### config.mk
export PLATFORM = sky130hd
export DESIGN_NAME = load_cell_weight_filter_flat
export DESIGN_NICKNAME = d
export VERILOG_FILES = /design/src/rtl/lcwf_pkg.sv /design/src/rtl/lcwf_if.sv /design/src/rtl/lcwf_div.sv /design/src/rtl/load_cell_weight_filter.sv /design/src/flat_wrapper.sv
export SDC_FILE = /design/constraint.sdc
export NUM_CORES = 1
export LEC_CHECK = 0
export ABC_CLOCK_PERIOD_IN_PS = 12000
export BUFFER_PORTS_ARGS = -buffer_cell sky130_fd_sc_hd__buf_4
export CAP_MARGIN = 20
export CORE_MARGIN = 3
export CORE_UTILIZATION = 40
export CTS_BUF_LIST = sky130_fd_sc_hd__clkbuf_8 sky130_fd_sc_hd__clkbuf_16
export DETAILED_ROUTE_END_ITERATION = 16
export HOLD_SLACK_MARGIN = 0.05
export MAX_ROUTING_LAYER = met4
export PLACE_DENSITY = 0.55
export REMOVE_ABC_BUFFERS = 1
export SLEW_MARGIN = 20
export SYNTH_ARGS = -nofsm -noshare
export SYNTH_HDL_FRONTEND = slang
export SYNTH_SLANG_ARGS = --single-unit
### constraint.sdc
create_clock -name clk -period 12 [get_ports clk]
set_input_delay 2.4 -clock clk [delete_from_list [all_inputs] [get_ports clk]]
set_output_delay 2.4 -clock clk [all_outputs]
set_load 0.05 [all_outputs]
### src/rtl/lcwf_pkg.sv
// shared types, constants and sequencer microcode for the load cell weight filter
package lcwf_pkg;

    localparam int CODE_W    = 24;
    localparam int WEIGHT_W  = 32;
    localparam int STATUS_W  = 2;
    localparam int CFG_IDX_W = 2;
    localparam int ACC_W     = 33;
    localparam int DIV_W     = 32;
    localparam int DEN_W     = 24;
    localparam int CNT_W     = 6;
    localparam int PC_W      = 5;

    localparam int WEIGHT_SCALE = 100;
    localparam int DEAD_ZONE    = 200;

    localparam logic [STATUS_W-1:0] STATUS_OK         = 2'd0;
    localparam logic [STATUS_W-1:0] STATUS_TIMED_OUT  = 2'd1;
    localparam logic [STATUS_W-1:0] STATUS_ZERO_SCALE = 2'd2;

    localparam logic [CFG_IDX_W-1:0] REG_SCALE  = 2'd0;
    localparam logic [CFG_IDX_W-1:0] REG_OFFSET = 2'd1;

    typedef struct packed {
        logic               load;
        logic               step;
        logic [DIV_W-1:0]   num_mag;
        logic [DEN_W-1:0]   den_mag;
        logic               neg;
        logic [CNT_W-1:0]   iters;
    } div_ctrl_t;

    typedef enum logic [4:0] {
        OP_NOP,
        OP_WAIT,
        OP_READ,
        OP_SUB_OLD,
        OP_ADD_NEW,
        OP_AVG_LO,
        OP_AVG_HI,
        OP_AVG_FIX,
        OP_DIV_STEP,
        OP_FIX,
        OP_SUB_OFF,
        OP_MUL,
        OP_DIV_SCALE,
        OP_RES_OK,
        OP_RES_TOUT,
        OP_RES_ZERO,
        OP_FILL_INIT,
        OP_FILL,
        OP_EMIT
    } op_t;

    typedef enum logic [3:0] {
        C_NEVER,
        C_ALWAYS,
        C_NO_INPUT,
        C_CMD,
        C_TOUT,
        C_SCALE_ZERO,
        C_DIV_MORE,
        C_FILL_MORE,
        C_OUT_BUSY
    } cond_t;

    typedef struct packed {
        op_t             op;
        cond_t           cond;
        logic [PC_W-1:0] target;
    } uword_t;

    localparam logic [PC_W-1:0] S_WAIT      = 5'd0;
    localparam logic [PC_W-1:0] S_DIV2      = 5'd13;
    localparam logic [PC_W-1:0] S_RES_TOUT  = 5'd16;
    localparam logic [PC_W-1:0] S_RES_ZERO  = 5'd17;
    localparam logic [PC_W-1:0] S_FILL_INIT = 5'd18;
    localparam logic [PC_W-1:0] S_FILL      = 5'd19;
    localparam logic [PC_W-1:0] S_EMIT      = 5'd21;
    localparam logic [PC_W-1:0] S_LAST      = S_EMIT;

    localparam int UCODE_DEPTH = 22;

    // jump to target when the condition holds, else fall through
    localparam uword_t UCODE [UCODE_DEPTH] = '{
        '{OP_WAIT,      C_NO_INPUT,   S_WAIT},      // 0  wait for an item
        '{OP_NOP,       C_CMD,        S_FILL_INIT}, // 1  restart
        '{OP_NOP,       C_TOUT,       S_RES_TOUT},  // 2  timed out read
        '{OP_READ,      C_NEVER,      S_WAIT},      // 3  fetch oldest entry
        '{OP_SUB_OLD,   C_NEVER,      S_WAIT},      // 4
        '{OP_ADD_NEW,   C_NEVER,      S_WAIT},      // 5  store sample
        '{OP_NOP,       C_SCALE_ZERO, S_RES_ZERO},  // 6
        '{OP_AVG_LO,    C_NEVER,      S_WAIT},      // 7  sum times reciprocal, low half
        '{OP_AVG_HI,    C_NEVER,      S_WAIT},      // 8  high half
        '{OP_AVG_FIX,   C_NEVER,      S_WAIT},      // 9  average with sign restored
        '{OP_SUB_OFF,   C_NEVER,      S_WAIT},      // 10
        '{OP_MUL,       C_NEVER,      S_WAIT},      // 11
        '{OP_DIV_SCALE, C_NEVER,      S_WAIT},      // 12 / scale
        '{OP_DIV_STEP,  C_DIV_MORE,   S_DIV2},      // 13
        '{OP_FIX,       C_NEVER,      S_WAIT},      // 14
        '{OP_RES_OK,    C_ALWAYS,     S_EMIT},      // 15
        '{OP_RES_TOUT,  C_ALWAYS,     S_EMIT},      // 16
        '{OP_RES_ZERO,  C_ALWAYS,     S_EMIT},      // 17
        '{OP_FILL_INIT, C_NEVER,      S_WAIT},      // 18
        '{OP_FILL,      C_FILL_MORE,  S_FILL},      // 19 one entry per cycle
        '{OP_NOP,       C_ALWAYS,     S_WAIT},      // 20
        '{OP_EMIT,      C_OUT_BUSY,   S_EMIT}       // 21 hand to output reg
    };

endpackage

### src/rtl/lcwf_if.sv
// channel interfaces: input items, result items and configuration writes
interface lcwf_in_if
    import lcwf_pkg::*;
();
    logic              valid;
    logic              ready;
    logic              command;
    logic [CODE_W-1:0] raw_code;
    logic              timed_out;

    modport source (output valid, command, raw_code, timed_out, input ready);
    modport sink (input valid, command, raw_code, timed_out, output ready);
endinterface

interface lcwf_out_if
    import lcwf_pkg::*;
();
    logic                       valid;
    logic                       ready;
    logic signed [WEIGHT_W-1:0] weight_cg;
    logic [STATUS_W-1:0]        status;

    modport source (output valid, weight_cg, status, input ready);
    modport sink (input valid, weight_cg, status, output ready);
endinterface

interface lcwf_cfg_if
    import lcwf_pkg::*;
();
    logic                 valid;
    logic                 ready;
    logic [CFG_IDX_W-1:0] index;
    logic [CODE_W-1:0]    data;

    modport source (output valid, index, data, input ready);
    modport sink (input valid, index, data, output ready);
endinterface

### src/rtl/lcwf_div.sv
// restoring signed divider, one quotient bit per cycle while step is set, truncates toward zero
module lcwf_div
    import lcwf_pkg::*;
(
    input  logic                    clk,
    input  logic                    rst_n,
    input  div_ctrl_t               ctrl,
    output logic signed [ACC_W-1:0] quo,
    output logic                    more
);

    logic [DIV_W-1:0] quo_reg, quo_next;
    logic [DEN_W-1:0] rem_reg, rem_next;
    logic [DEN_W-1:0] den_reg, den_next;
    logic             neg_reg, neg_next;
    logic [CNT_W-1:0] cnt_reg, cnt_next;
    logic [DEN_W:0]   rem_sh;
    logic [DEN_W:0]   rem_sub;
    logic             fits;

    assign rem_sh  = {rem_reg, quo_reg[DIV_W-1]};
    assign rem_sub = rem_sh - {1'b0, den_reg};
    assign fits    = rem_sh >= {1'b0, den_reg};

    always_comb
    begin
        quo_next = quo_reg;
        rem_next = rem_reg;
        den_next = den_reg;
        neg_next = neg_reg;
        cnt_next = cnt_reg;
        if (ctrl.load)
        begin
            quo_next = ctrl.num_mag;
            rem_next = '0;
            den_next = ctrl.den_mag;
            neg_next = ctrl.neg;
            cnt_next = ctrl.iters;
        end
        else if (ctrl.step)
        begin
            quo_next = {quo_reg[DIV_W-2:0], fits};
            rem_next = fits ? rem_sub[DEN_W-1:0] : rem_sh[DEN_W-1:0];
            cnt_next = cnt_reg - CNT_W'(1);
        end
    end

    always_ff @(posedge clk or negedge rst_n)
    begin
        if (!rst_n)
        begin
            cnt_reg <= '0;
        end
        else
        begin
            cnt_reg <= cnt_next;
        end
    end

    always_ff @(posedge clk)
    begin
        quo_reg <= quo_next;
        rem_reg <= rem_next;
        den_reg <= den_next;
        neg_reg <= neg_next;
    end

    // true while another step follows the current one
    assign more = cnt_reg != CNT_W'(1);
    assign quo  = neg_reg ? -$signed({1'b0, quo_reg}) : $signed({1'b0, quo_reg});

endmodule

### src/rtl/load_cell_weight_filter.sv
// top level: moving average tare scale driven by a microcoded sequencer
//
//  channel  role    payload                                   transfer when
//  item     sink    command, raw_code[23:0], timed_out        item.valid & item.ready
//  result   source  weight_cg[31:0] signed, status[1:0]       result.valid & result.ready
//  cfg      sink    index[1:0] (0 scale, 1 offset), data[23:0] cfg.valid (ready always high)
//
//  one item at a time; the scale division runs in the divider, which produces
//  one quotient bit per cycle; the average is a two-step reciprocal multiply
//  a restart writes one ring entry per cycle
//  reset is immediate: per-entry valid bits make the ring read as zero, no clearing pass
//  a new item is taken while the previous result still waits in the output register;
//  only the hand-off step stalls on a busy output
module load_cell_weight_filter
    import lcwf_pkg::*;
#(
    parameter int WINDOW = 8
)
(
    input  logic      clk,
    input  logic      rst_n,
    lcwf_in_if.sink   item,
    lcwf_out_if.source result,
    lcwf_cfg_if.sink  cfg
);

    localparam int IDX_W = (WINDOW > 1) ? $clog2(WINDOW) : 1;
    localparam int SUM_W = CODE_W + $clog2(WINDOW);
    localparam logic [IDX_W-1:0] LAST_SLOT = IDX_W'(WINDOW - 1);

    // sum / WINDOW as a multiply by a reciprocal rounded up, exact for |sum| < 2^SUM_W
    localparam int LOG_W   = $clog2(WINDOW);
    localparam int RECIP_W = SUM_W + 1;
    localparam int LO_W    = SUM_W / 2;
    localparam int HI_W    = SUM_W - LO_W;
    localparam int PROD_W  = SUM_W + RECIP_W;
    localparam int AVG_W   = PROD_W - SUM_W - LOG_W;
    localparam longint RECIP_VAL =
        ((longint'(1) <<< (SUM_W + LOG_W)) + longint'(WINDOW) - longint'(1)) / longint'(WINDOW);
    localparam logic [RECIP_W-1:0] RECIP = RECIP_W'(RECIP_VAL);

    // sequencer
    logic [PC_W-1:0] pc_reg, pc_next;
    uword_t          uword;
    logic            cond_true;

    // captured item
    logic              cmd_reg, cmd_next;
    logic              tout_reg, tout_next;
    logic [CODE_W-1:0] code_reg, code_next;

    // configuration
    logic signed [CODE_W-1:0] scale_reg, scale_next;
    logic signed [CODE_W-1:0] offset_reg, offset_next;

    // ring and running sum
    logic [CODE_W-1:0]       ring_mem [WINDOW];
    logic [WINDOW-1:0]       valid_reg, valid_next;
    logic [CODE_W-1:0]       rd_data_reg;
    logic                    rd_valid_reg;
    logic                    mem_we;
    logic [IDX_W-1:0]        mem_waddr;
    logic [CODE_W-1:0]       mem_wdata;
    logic signed [SUM_W-1:0] sum_reg, sum_next;
    logic [IDX_W-1:0]        slot_reg, slot_next;
    logic [IDX_W-1:0]        idx_reg, idx_next;

    // arithmetic
    logic signed [ACC_W-1:0]  acc_reg, acc_next;
    logic signed [ACC_W-1:0]  acc_abs;
    logic [SUM_W-1:0]         sum_abs;
    logic [DEN_W-1:0]         scale_abs;
    logic [PROD_W-1:0]        prod_reg, prod_next;
    logic [LO_W+RECIP_W-1:0]  part_lo;
    logic [HI_W+RECIP_W-1:0]  part_hi;
    logic [AVG_W-1:0]         avg_mag;
    div_ctrl_t                div_ctrl;
    logic signed [ACC_W-1:0]  div_quo;
    logic                     div_more;

    // result staging and output register
    logic signed [WEIGHT_W-1:0] res_weight_reg, res_weight_next;
    logic [STATUS_W-1:0]        res_status_reg, res_status_next;
    logic                       out_valid_reg, out_valid_next;
    logic signed [WEIGHT_W-1:0] out_weight_reg, out_weight_next;
    logic [STATUS_W-1:0]        out_status_reg, out_status_next;
    logic                       out_busy;
    logic                       emit_fire;
    logic                       in_fire;
    logic                       in_dead_zone;

    assign uword = UCODE[pc_reg];

    assign item.ready = uword.op == OP_WAIT;
    assign in_fire    = item.valid && item.ready;
    assign cfg.ready  = 1'b1;

    assign out_busy  = out_valid_reg && !result.ready;
    assign emit_fire = (uword.op == OP_EMIT) && !out_busy;

    assign result.valid     = out_valid_reg;
    assign result.weight_cg = out_weight_reg;
    assign result.status    = out_status_reg;

    // magnitudes for the divider
    assign sum_abs   = sum_reg[SUM_W-1] ? SUM_W'(-sum_reg) : SUM_W'(sum_reg);
    assign acc_abs   = acc_reg[ACC_W-1] ? -acc_reg : acc_reg;
    assign scale_abs = scale_reg[CODE_W-1] ? DEN_W'(-scale_reg) : DEN_W'(scale_reg);

    // partial products of the sum magnitude and the window reciprocal
    assign part_lo = {{RECIP_W{1'b0}}, sum_abs[LO_W-1:0]} * {{LO_W{1'b0}}, RECIP};
    assign part_hi = {{RECIP_W{1'b0}}, sum_abs[SUM_W-1:LO_W]} * {{HI_W{1'b0}}, RECIP};
    assign avg_mag = prod_reg[PROD_W-1:SUM_W+LOG_W];

    assign in_dead_zone = (acc_reg < ACC_W'(DEAD_ZONE)) && (acc_reg > ACC_W'(-DEAD_ZONE));

    // sequencer condition and next step
    always_comb
    begin
        case (uword.cond)
            C_NEVER:      cond_true = 1'b0;
            C_ALWAYS:     cond_true = 1'b1;
            C_NO_INPUT:   cond_true = !item.valid;
            C_CMD:        cond_true = cmd_reg;
            C_TOUT:       cond_true = tout_reg;
            C_SCALE_ZERO: cond_true = scale_reg == '0;
            C_DIV_MORE:   cond_true = div_more;
            C_FILL_MORE:  cond_true = idx_reg != LAST_SLOT;
            C_OUT_BUSY:   cond_true = out_busy;
            default:      cond_true = 1'b0;
        endcase
    end

    always_comb
    begin
        if (cond_true)
        begin
            pc_next = uword.target;
        end
        else if (pc_reg == S_LAST)
        begin
            pc_next = S_WAIT;
        end
        else
        begin
            pc_next = pc_reg + PC_W'(1);
        end
    end

    // datapath controlled by the current control word
    always_comb
    begin
        cmd_next        = cmd_reg;
        tout_next       = tout_reg;
        code_next       = code_reg;
        valid_next      = valid_reg;
        sum_next        = sum_reg;
        slot_next       = slot_reg;
        idx_next        = idx_reg;
        acc_next        = acc_reg;
        prod_next       = prod_reg;
        res_weight_next = res_weight_reg;
        res_status_next = res_status_reg;
        mem_we          = 1'b0;
        mem_waddr       = slot_reg;
        mem_wdata       = code_reg;
        div_ctrl        = '0;

        case (uword.op)
            OP_WAIT:
            begin
                if (in_fire)
                begin
                    cmd_next  = item.command;
                    tout_next = item.timed_out;
                    code_next = item.raw_code;
                end
            end
            OP_SUB_OLD:
            begin
                // entries never written since reset count as zero
                if (rd_valid_reg)
                begin
                    sum_next = sum_reg - SUM_W'($signed(rd_data_reg));
                end
            end
            OP_ADD_NEW:
            begin
                sum_next              = sum_reg + SUM_W'($signed(code_reg));
                mem_we                = 1'b1;
                valid_next[slot_reg]  = 1'b1;
                slot_next             = (slot_reg == LAST_SLOT) ? '0 : slot_reg + IDX_W'(1);
            end
            OP_AVG_LO:
            begin
                prod_next = PROD_W'(part_lo);
            end
            OP_AVG_HI:
            begin
                prod_next = prod_reg + (PROD_W'(part_hi) << LO_W);
            end
            OP_AVG_FIX:
            begin
                // magnitude quotient, truncated toward zero once the sign is back
                acc_next = sum_reg[SUM_W-1] ? -ACC_W'(avg_mag) : ACC_W'(avg_mag);
            end
            OP_DIV_STEP:
            begin
                div_ctrl.step = 1'b1;
            end
            OP_FIX:
            begin
                acc_next = div_quo;
            end
            OP_SUB_OFF:
            begin
                acc_next = acc_reg - ACC_W'(offset_reg);
            end
            OP_MUL:
            begin
                acc_next = acc_reg * ACC_W'(WEIGHT_SCALE);
            end
            OP_DIV_SCALE:
            begin
                // numerator magnitude stays below 2^31, so 31 steps suffice
                div_ctrl.load    = 1'b1;
                div_ctrl.num_mag = {acc_abs[DIV_W-2:0], 1'b0};
                div_ctrl.den_mag = scale_abs;
                div_ctrl.neg     = acc_reg[ACC_W-1] ^ scale_reg[CODE_W-1];
                div_ctrl.iters   = CNT_W'(DIV_W - 1);
            end
            OP_RES_OK:
            begin
                res_weight_next = in_dead_zone ? '0 : acc_reg[WEIGHT_W-1:0];
                res_status_next = STATUS_OK;
            end
            OP_RES_TOUT:
            begin
                res_weight_next = '0;
                res_status_next = STATUS_TIMED_OUT;
            end
            OP_RES_ZERO:
            begin
                res_weight_next = '0;
                res_status_next = STATUS_ZERO_SCALE;
            end
            OP_FILL_INIT:
            begin
                sum_next = '0;
                idx_next = '0;
            end
            OP_FILL:
            begin
                // write slot is left where it was
                mem_we              = 1'b1;
                mem_waddr           = idx_reg;
                mem_wdata           = offset_reg;
                valid_next[idx_reg] = 1'b1;
                sum_next            = sum_reg + SUM_W'(offset_reg);
                idx_next            = idx_reg + IDX_W'(1);
            end
            default:
            begin
            end
        endcase
    end

    // configuration writes
    always_comb
    begin
        scale_next  = scale_reg;
        offset_next = offset_reg;
        if (cfg.valid)
        begin
            case (cfg.index)
                REG_SCALE:  scale_next  = cfg.data;
                REG_OFFSET: offset_next = cfg.data;
                default:
                begin
                end
            endcase
        end
    end

    // output register, reloaded only once the previous result has gone
    always_comb
    begin
        out_valid_next  = out_valid_reg && !result.ready;
        out_weight_next = out_weight_reg;
        out_status_next = out_status_reg;
        if (emit_fire)
        begin
            out_valid_next  = 1'b1;
            out_weight_next = res_weight_reg;
            out_status_next = res_status_reg;
        end
    end

    always_ff @(posedge clk or negedge rst_n)
    begin
        if (!rst_n)
        begin
            pc_reg        <= S_WAIT;
            valid_reg     <= '0;
            sum_reg       <= '0;
            slot_reg      <= '0;
            scale_reg     <= CODE_W'(1);
            offset_reg    <= '0;
            out_valid_reg <= 1'b0;
        end
        else
        begin
            pc_reg        <= pc_next;
            valid_reg     <= valid_next;
            sum_reg       <= sum_next;
            slot_reg      <= slot_next;
            scale_reg     <= scale_next;
            offset_reg    <= offset_next;
            out_valid_reg <= out_valid_next;
        end
    end

    always_ff @(posedge clk)
    begin
        cmd_reg        <= cmd_next;
        tout_reg       <= tout_next;
        code_reg       <= code_next;
        idx_reg        <= idx_next;
        acc_reg        <= acc_next;
        prod_reg       <= prod_next;
        res_weight_reg <= res_weight_next;
        res_status_reg <= res_status_next;
        out_weight_reg <= out_weight_next;
        out_status_reg <= out_status_next;
    end

    // ring storage: one write port, one registered read port
    always_ff @(posedge clk)
    begin
        if (mem_we)
        begin
            ring_mem[mem_waddr] <= mem_wdata;
        end
    end

    always_ff @(posedge clk)
    begin
        if (uword.op == OP_READ)
        begin
            rd_data_reg  <= ring_mem[slot_reg];
            rd_valid_reg <= valid_reg[slot_reg];
        end
    end

    lcwf_div u_div
    (
        .clk   (clk),
        .rst_n (rst_n),
        .ctrl  (div_ctrl),
        .quo   (div_quo),
        .more  (div_more)
    );

endmodule
### src/flat_wrapper.sv
// flat-port wrapper written by rule: the top's interface ports become plain ports
module load_cell_weight_filter_flat import lcwf_pkg::*;
#(
    parameter int WINDOW = 8
)
  (clk, rst_n, item_valid, item_command, item_raw_code, item_timed_out, item_ready, result_valid, result_weight_cg, result_status, result_ready, cfg_valid, cfg_index, cfg_data, cfg_ready);
  lcwf_in_if item_i ();
  lcwf_out_if result_i ();
  lcwf_cfg_if cfg_i ();
  input  logic clk;
  input  logic rst_n;
  input wire logic [$bits(item_i.valid)-1:0] item_valid;
  input wire logic [$bits(item_i.command)-1:0] item_command;
  input wire logic [$bits(item_i.raw_code)-1:0] item_raw_code;
  input wire logic [$bits(item_i.timed_out)-1:0] item_timed_out;
  output wire logic [$bits(item_i.ready)-1:0] item_ready;
  output wire logic [$bits(result_i.valid)-1:0] result_valid;
  output wire logic [$bits(result_i.weight_cg)-1:0] result_weight_cg;
  output wire logic [$bits(result_i.status)-1:0] result_status;
  input wire logic [$bits(result_i.ready)-1:0] result_ready;
  input wire logic [$bits(cfg_i.valid)-1:0] cfg_valid;
  input wire logic [$bits(cfg_i.index)-1:0] cfg_index;
  input wire logic [$bits(cfg_i.data)-1:0] cfg_data;
  output wire logic [$bits(cfg_i.ready)-1:0] cfg_ready;
  assign item_i.valid = item_valid;
  assign item_i.command = item_command;
  assign item_i.raw_code = item_raw_code;
  assign item_i.timed_out = item_timed_out;
  assign item_ready = item_i.ready;
  assign result_valid = result_i.valid;
  assign result_weight_cg = result_i.weight_cg;
  assign result_status = result_i.status;
  assign result_i.ready = result_ready;
  assign cfg_i.valid = cfg_valid;
  assign cfg_i.index = cfg_index;
  assign cfg_i.data = cfg_data;
  assign cfg_ready = cfg_i.ready;
  load_cell_weight_filter #(.WINDOW(WINDOW)) u_core (.clk(clk), .rst_n(rst_n), .item(item_i), .result(result_i), .cfg(cfg_i));
endmodule
==> impl_metrics.toml <==
[run_status]
status = "complete, no violations"

[critical_path]
cp.buffers_inverters = 1
worstSetupPathType = "reg -> reg"
cp.required_ps = 12510
slowest_stage = "nand2_1"
worstSetupStartpointType = "register"
crit_arrival_ps = 7260
slowest_delay_ps = 710
end_kind = "register"
cp_max_fo = 26
worstPathCellList = "inv_1 > ha_1 > nor3_1 > a21oi_1 > o211a_1 > nor3_1 > nand2_1 > nand2_1 > o21ai_0 > ha_1 > a21o_1 > a2111oi_0 > o31ai_1 > a311oi_1 > o31a_1 > o31ai_1 > o221ai_1 > xnor2_1 > a22o_1"
crit_family = "compound AO/OA/AOI/OAI gates"

[clock_tree]
cts.sinks = 551
clockBufferDepth = 3
clk_latency_ps = 620
post_cts_buffers = 0
cts_hold_buf = 0
cts-root-buf = "clkbuf_16"
cts_resized = 0
htree_levels = 3
clk_transition_reported_paths_ps = 60
cts_tree = "done"
cts_buffers = 69

[sta]
max_slew_margin_pct = 22.48
grt_setup_unrepaired = "no"
worst_slew_pin_slew_ps = 1151
max_clock_freq_mhz = 148.2
finalSetupViolCount = 0
finalHoldViolations = 0
fin_setup_tns_ps = 0
min_period_ps = 6747
period_share_pct = 56.22
drv_slew = 0
finClkSkew_ps = 35.39

[die]
die_w_um = 292.8
core-area_mm2 = 0.08107
pin_count = 94
die_area_mm2 = 0.08574
die_y_um = 292.8
num_rows = 104
start_util_pct = 40.59

[logic_synthesis]
synthFlopType = "edfxtp_1"
ys_ff_latch = 551
synth_top_area_share_pct = 39.15
yosysSeqAreaShare_pct = 48.06
syn_avg_cell_area_um2 = 10.94
synth_common_cells = "edfxtp_1, nand2_1, ha_1, inv_1, o21ai_0"
async_flop_share_pct = 17.79
synth.distinct_cells = 81
synth.top_cells.by_area = "edfxtp_1, ha_1, dfrtp_1, xnor2_1, mux4_2"
synth_cells = 3008
yosys_warnings = 0
netlist.top_cell.by_area = "edfxtp_1"
yosysMostFrequentCell = "edfxtp_1"
synth_area_mm2 = 0.03291
synth_enable_flop_cells = 429

[grt]
grt_start_max_net_pins = 107
grtUsageTotal_pct = 20.47
grt.overflow.total = 0
antenna_found_initial = 0
grt_pass1_vias = 23000
grt_pass1_wl_mm = 132.8

[placement]
routabilityCongestion = 0.9096
hpwl_mm = 64.93
io_buffers = 92

[finish]
drive_gt1_share_pct = 12.62
n_antenna_cell = 0
syn2layout_area_growth_pct = 13.36
post-route-util_pct = 46.02
largest_reg_flops = 192
nNetsFinal = 3423

[hold_path]
min_path_type = "reg -> reg"

[pwr]
ir_worst_vdd_mv = 0.1270
leakage_nw = 14.98
p_per_area_mw_per_mm2 = 266.4

[routing]
ant_nets = 0
wl_per_cell_um = 20.53
drc_errors = 0
drt_iter0_markers = 1603
vias = 23030
viasPerCell = 5.467
routed_wl_mm = 86.48
drt_pass1_iterations = 7

[flow_run]
maxCapViolations = 0
[worst paths after layout]
path                                                              from                                   end  slack [ps]  depth (start not counted)
worst min register to register  u_core.res_weight_reg[3]$_SDFFCE_PP0P_  u_core.result.weight_cg[3]$_DFFE_PP_         410                          0
worst min-delay path            u_core.res_weight_reg[3]$_SDFFCE_PP0P_  u_core.result.weight_cg[3]$_DFFE_PP_         410                          0
worst max register to register              u_core.pc_reg[0]$_DFF_PN0_        u_core.sum_reg[25]$_DFFE_PN0P_        5250                         19
min in group asynchronous                                        rst_n            u_core.pc_reg[4]$_DFF_PN0_        1760                          1
max in group asynchronous                                        rst_n        u_core.slot_reg[0]$_DFFE_PN0N_        8960                          2
worst max-delay path                        u_core.pc_reg[0]$_DFF_PN0_        u_core.sum_reg[25]$_DFFE_PN0P_        5250                         19
[logic make-up after synthesis]
family | count (synthesis) | synth area share [%]
and+or+nand+nor | 790 | 11.47
AOI/OAI and AO/OA | 698 | 13.56
DFF | 551 | 48.06
buffers and inverters | 337 | 3.855
adders and majority gates | 264 | 10.72
xor gates and xnor gates | 253 | 6.734
muxes | 114 | 5.586
other | 1 | 0.01140
[through the flow]
stage	std cells	worst slack, ps	hold slack [ps]	power [mW]	cell area (um^2)
final	4213	5253	414.5	9.937	37300
after global routing	4213	4998	417.0	10.68	37300
after CTS	4211	5464	416.2	9.985	37260
after detailed placement	4089	5510	404.5	7.841	34910
after global placement	4089	5618	400.3	7.760	34910
after floorplan	2898	5226	400.3	6.558	32490
[cells in the final DEF, fill, tap and decap left out, drive strengths merged, types with 51 or more instances in the layout]
cell and n:
edfxtp 429, nand2 305, inv 238, ha 234, o21ai 222, xnor2 160, nor2 158, a21oi 145
buf 133, dfrtp 97, xor2 93, clkbuf 74, o31ai 54, mux4 51
[worst reg2reg max path, stage by stage (launching register included)]
cell and delay, ps:
dfrtp_1 550, inv_1 270, ha_1 310, nor3_1 220, a21oi_1 100, o211a_1 280
nor3_1 630, nand2_1 330, nand2_1 710, o21ai_0 250, ha_1 350, a21o_1 210
a2111oi_0 680, o31ai_1 280, a311oi_1 520, o31a_1 330, o31ai_1 150, o221ai_1 190
xnor2_1 90, a22o_1 190
[metal layers]
layer	share of wire, %	global-route usage [%]
met5	0	-
met4	2.8	5.920
met3	4.3	2.532
met2	47	32.54
met1	46	27.67
[area by class of cell]
class / count / area, um^2
clock inverter: 48 / 556.8
sequential: 551 / 15820
clock buffer: 74 / 1795
fill: 7440 / 43760
multi-input combinational: 2120 / 15930
inverter: 227 / 852.1
tap: 1060 / 1326
timing repair buffer: 133 / 1026
[where the power goes]
group / total [mW] / internal (mW) / switching [mW]
sequential: 3.17 / 2.73 / 0.435
combinational: 4.67 / 1.90 / 2.77
clock: 2.09 / 1.23 / 0.860
Note: power is estimated with default switching activity, not from simulation.
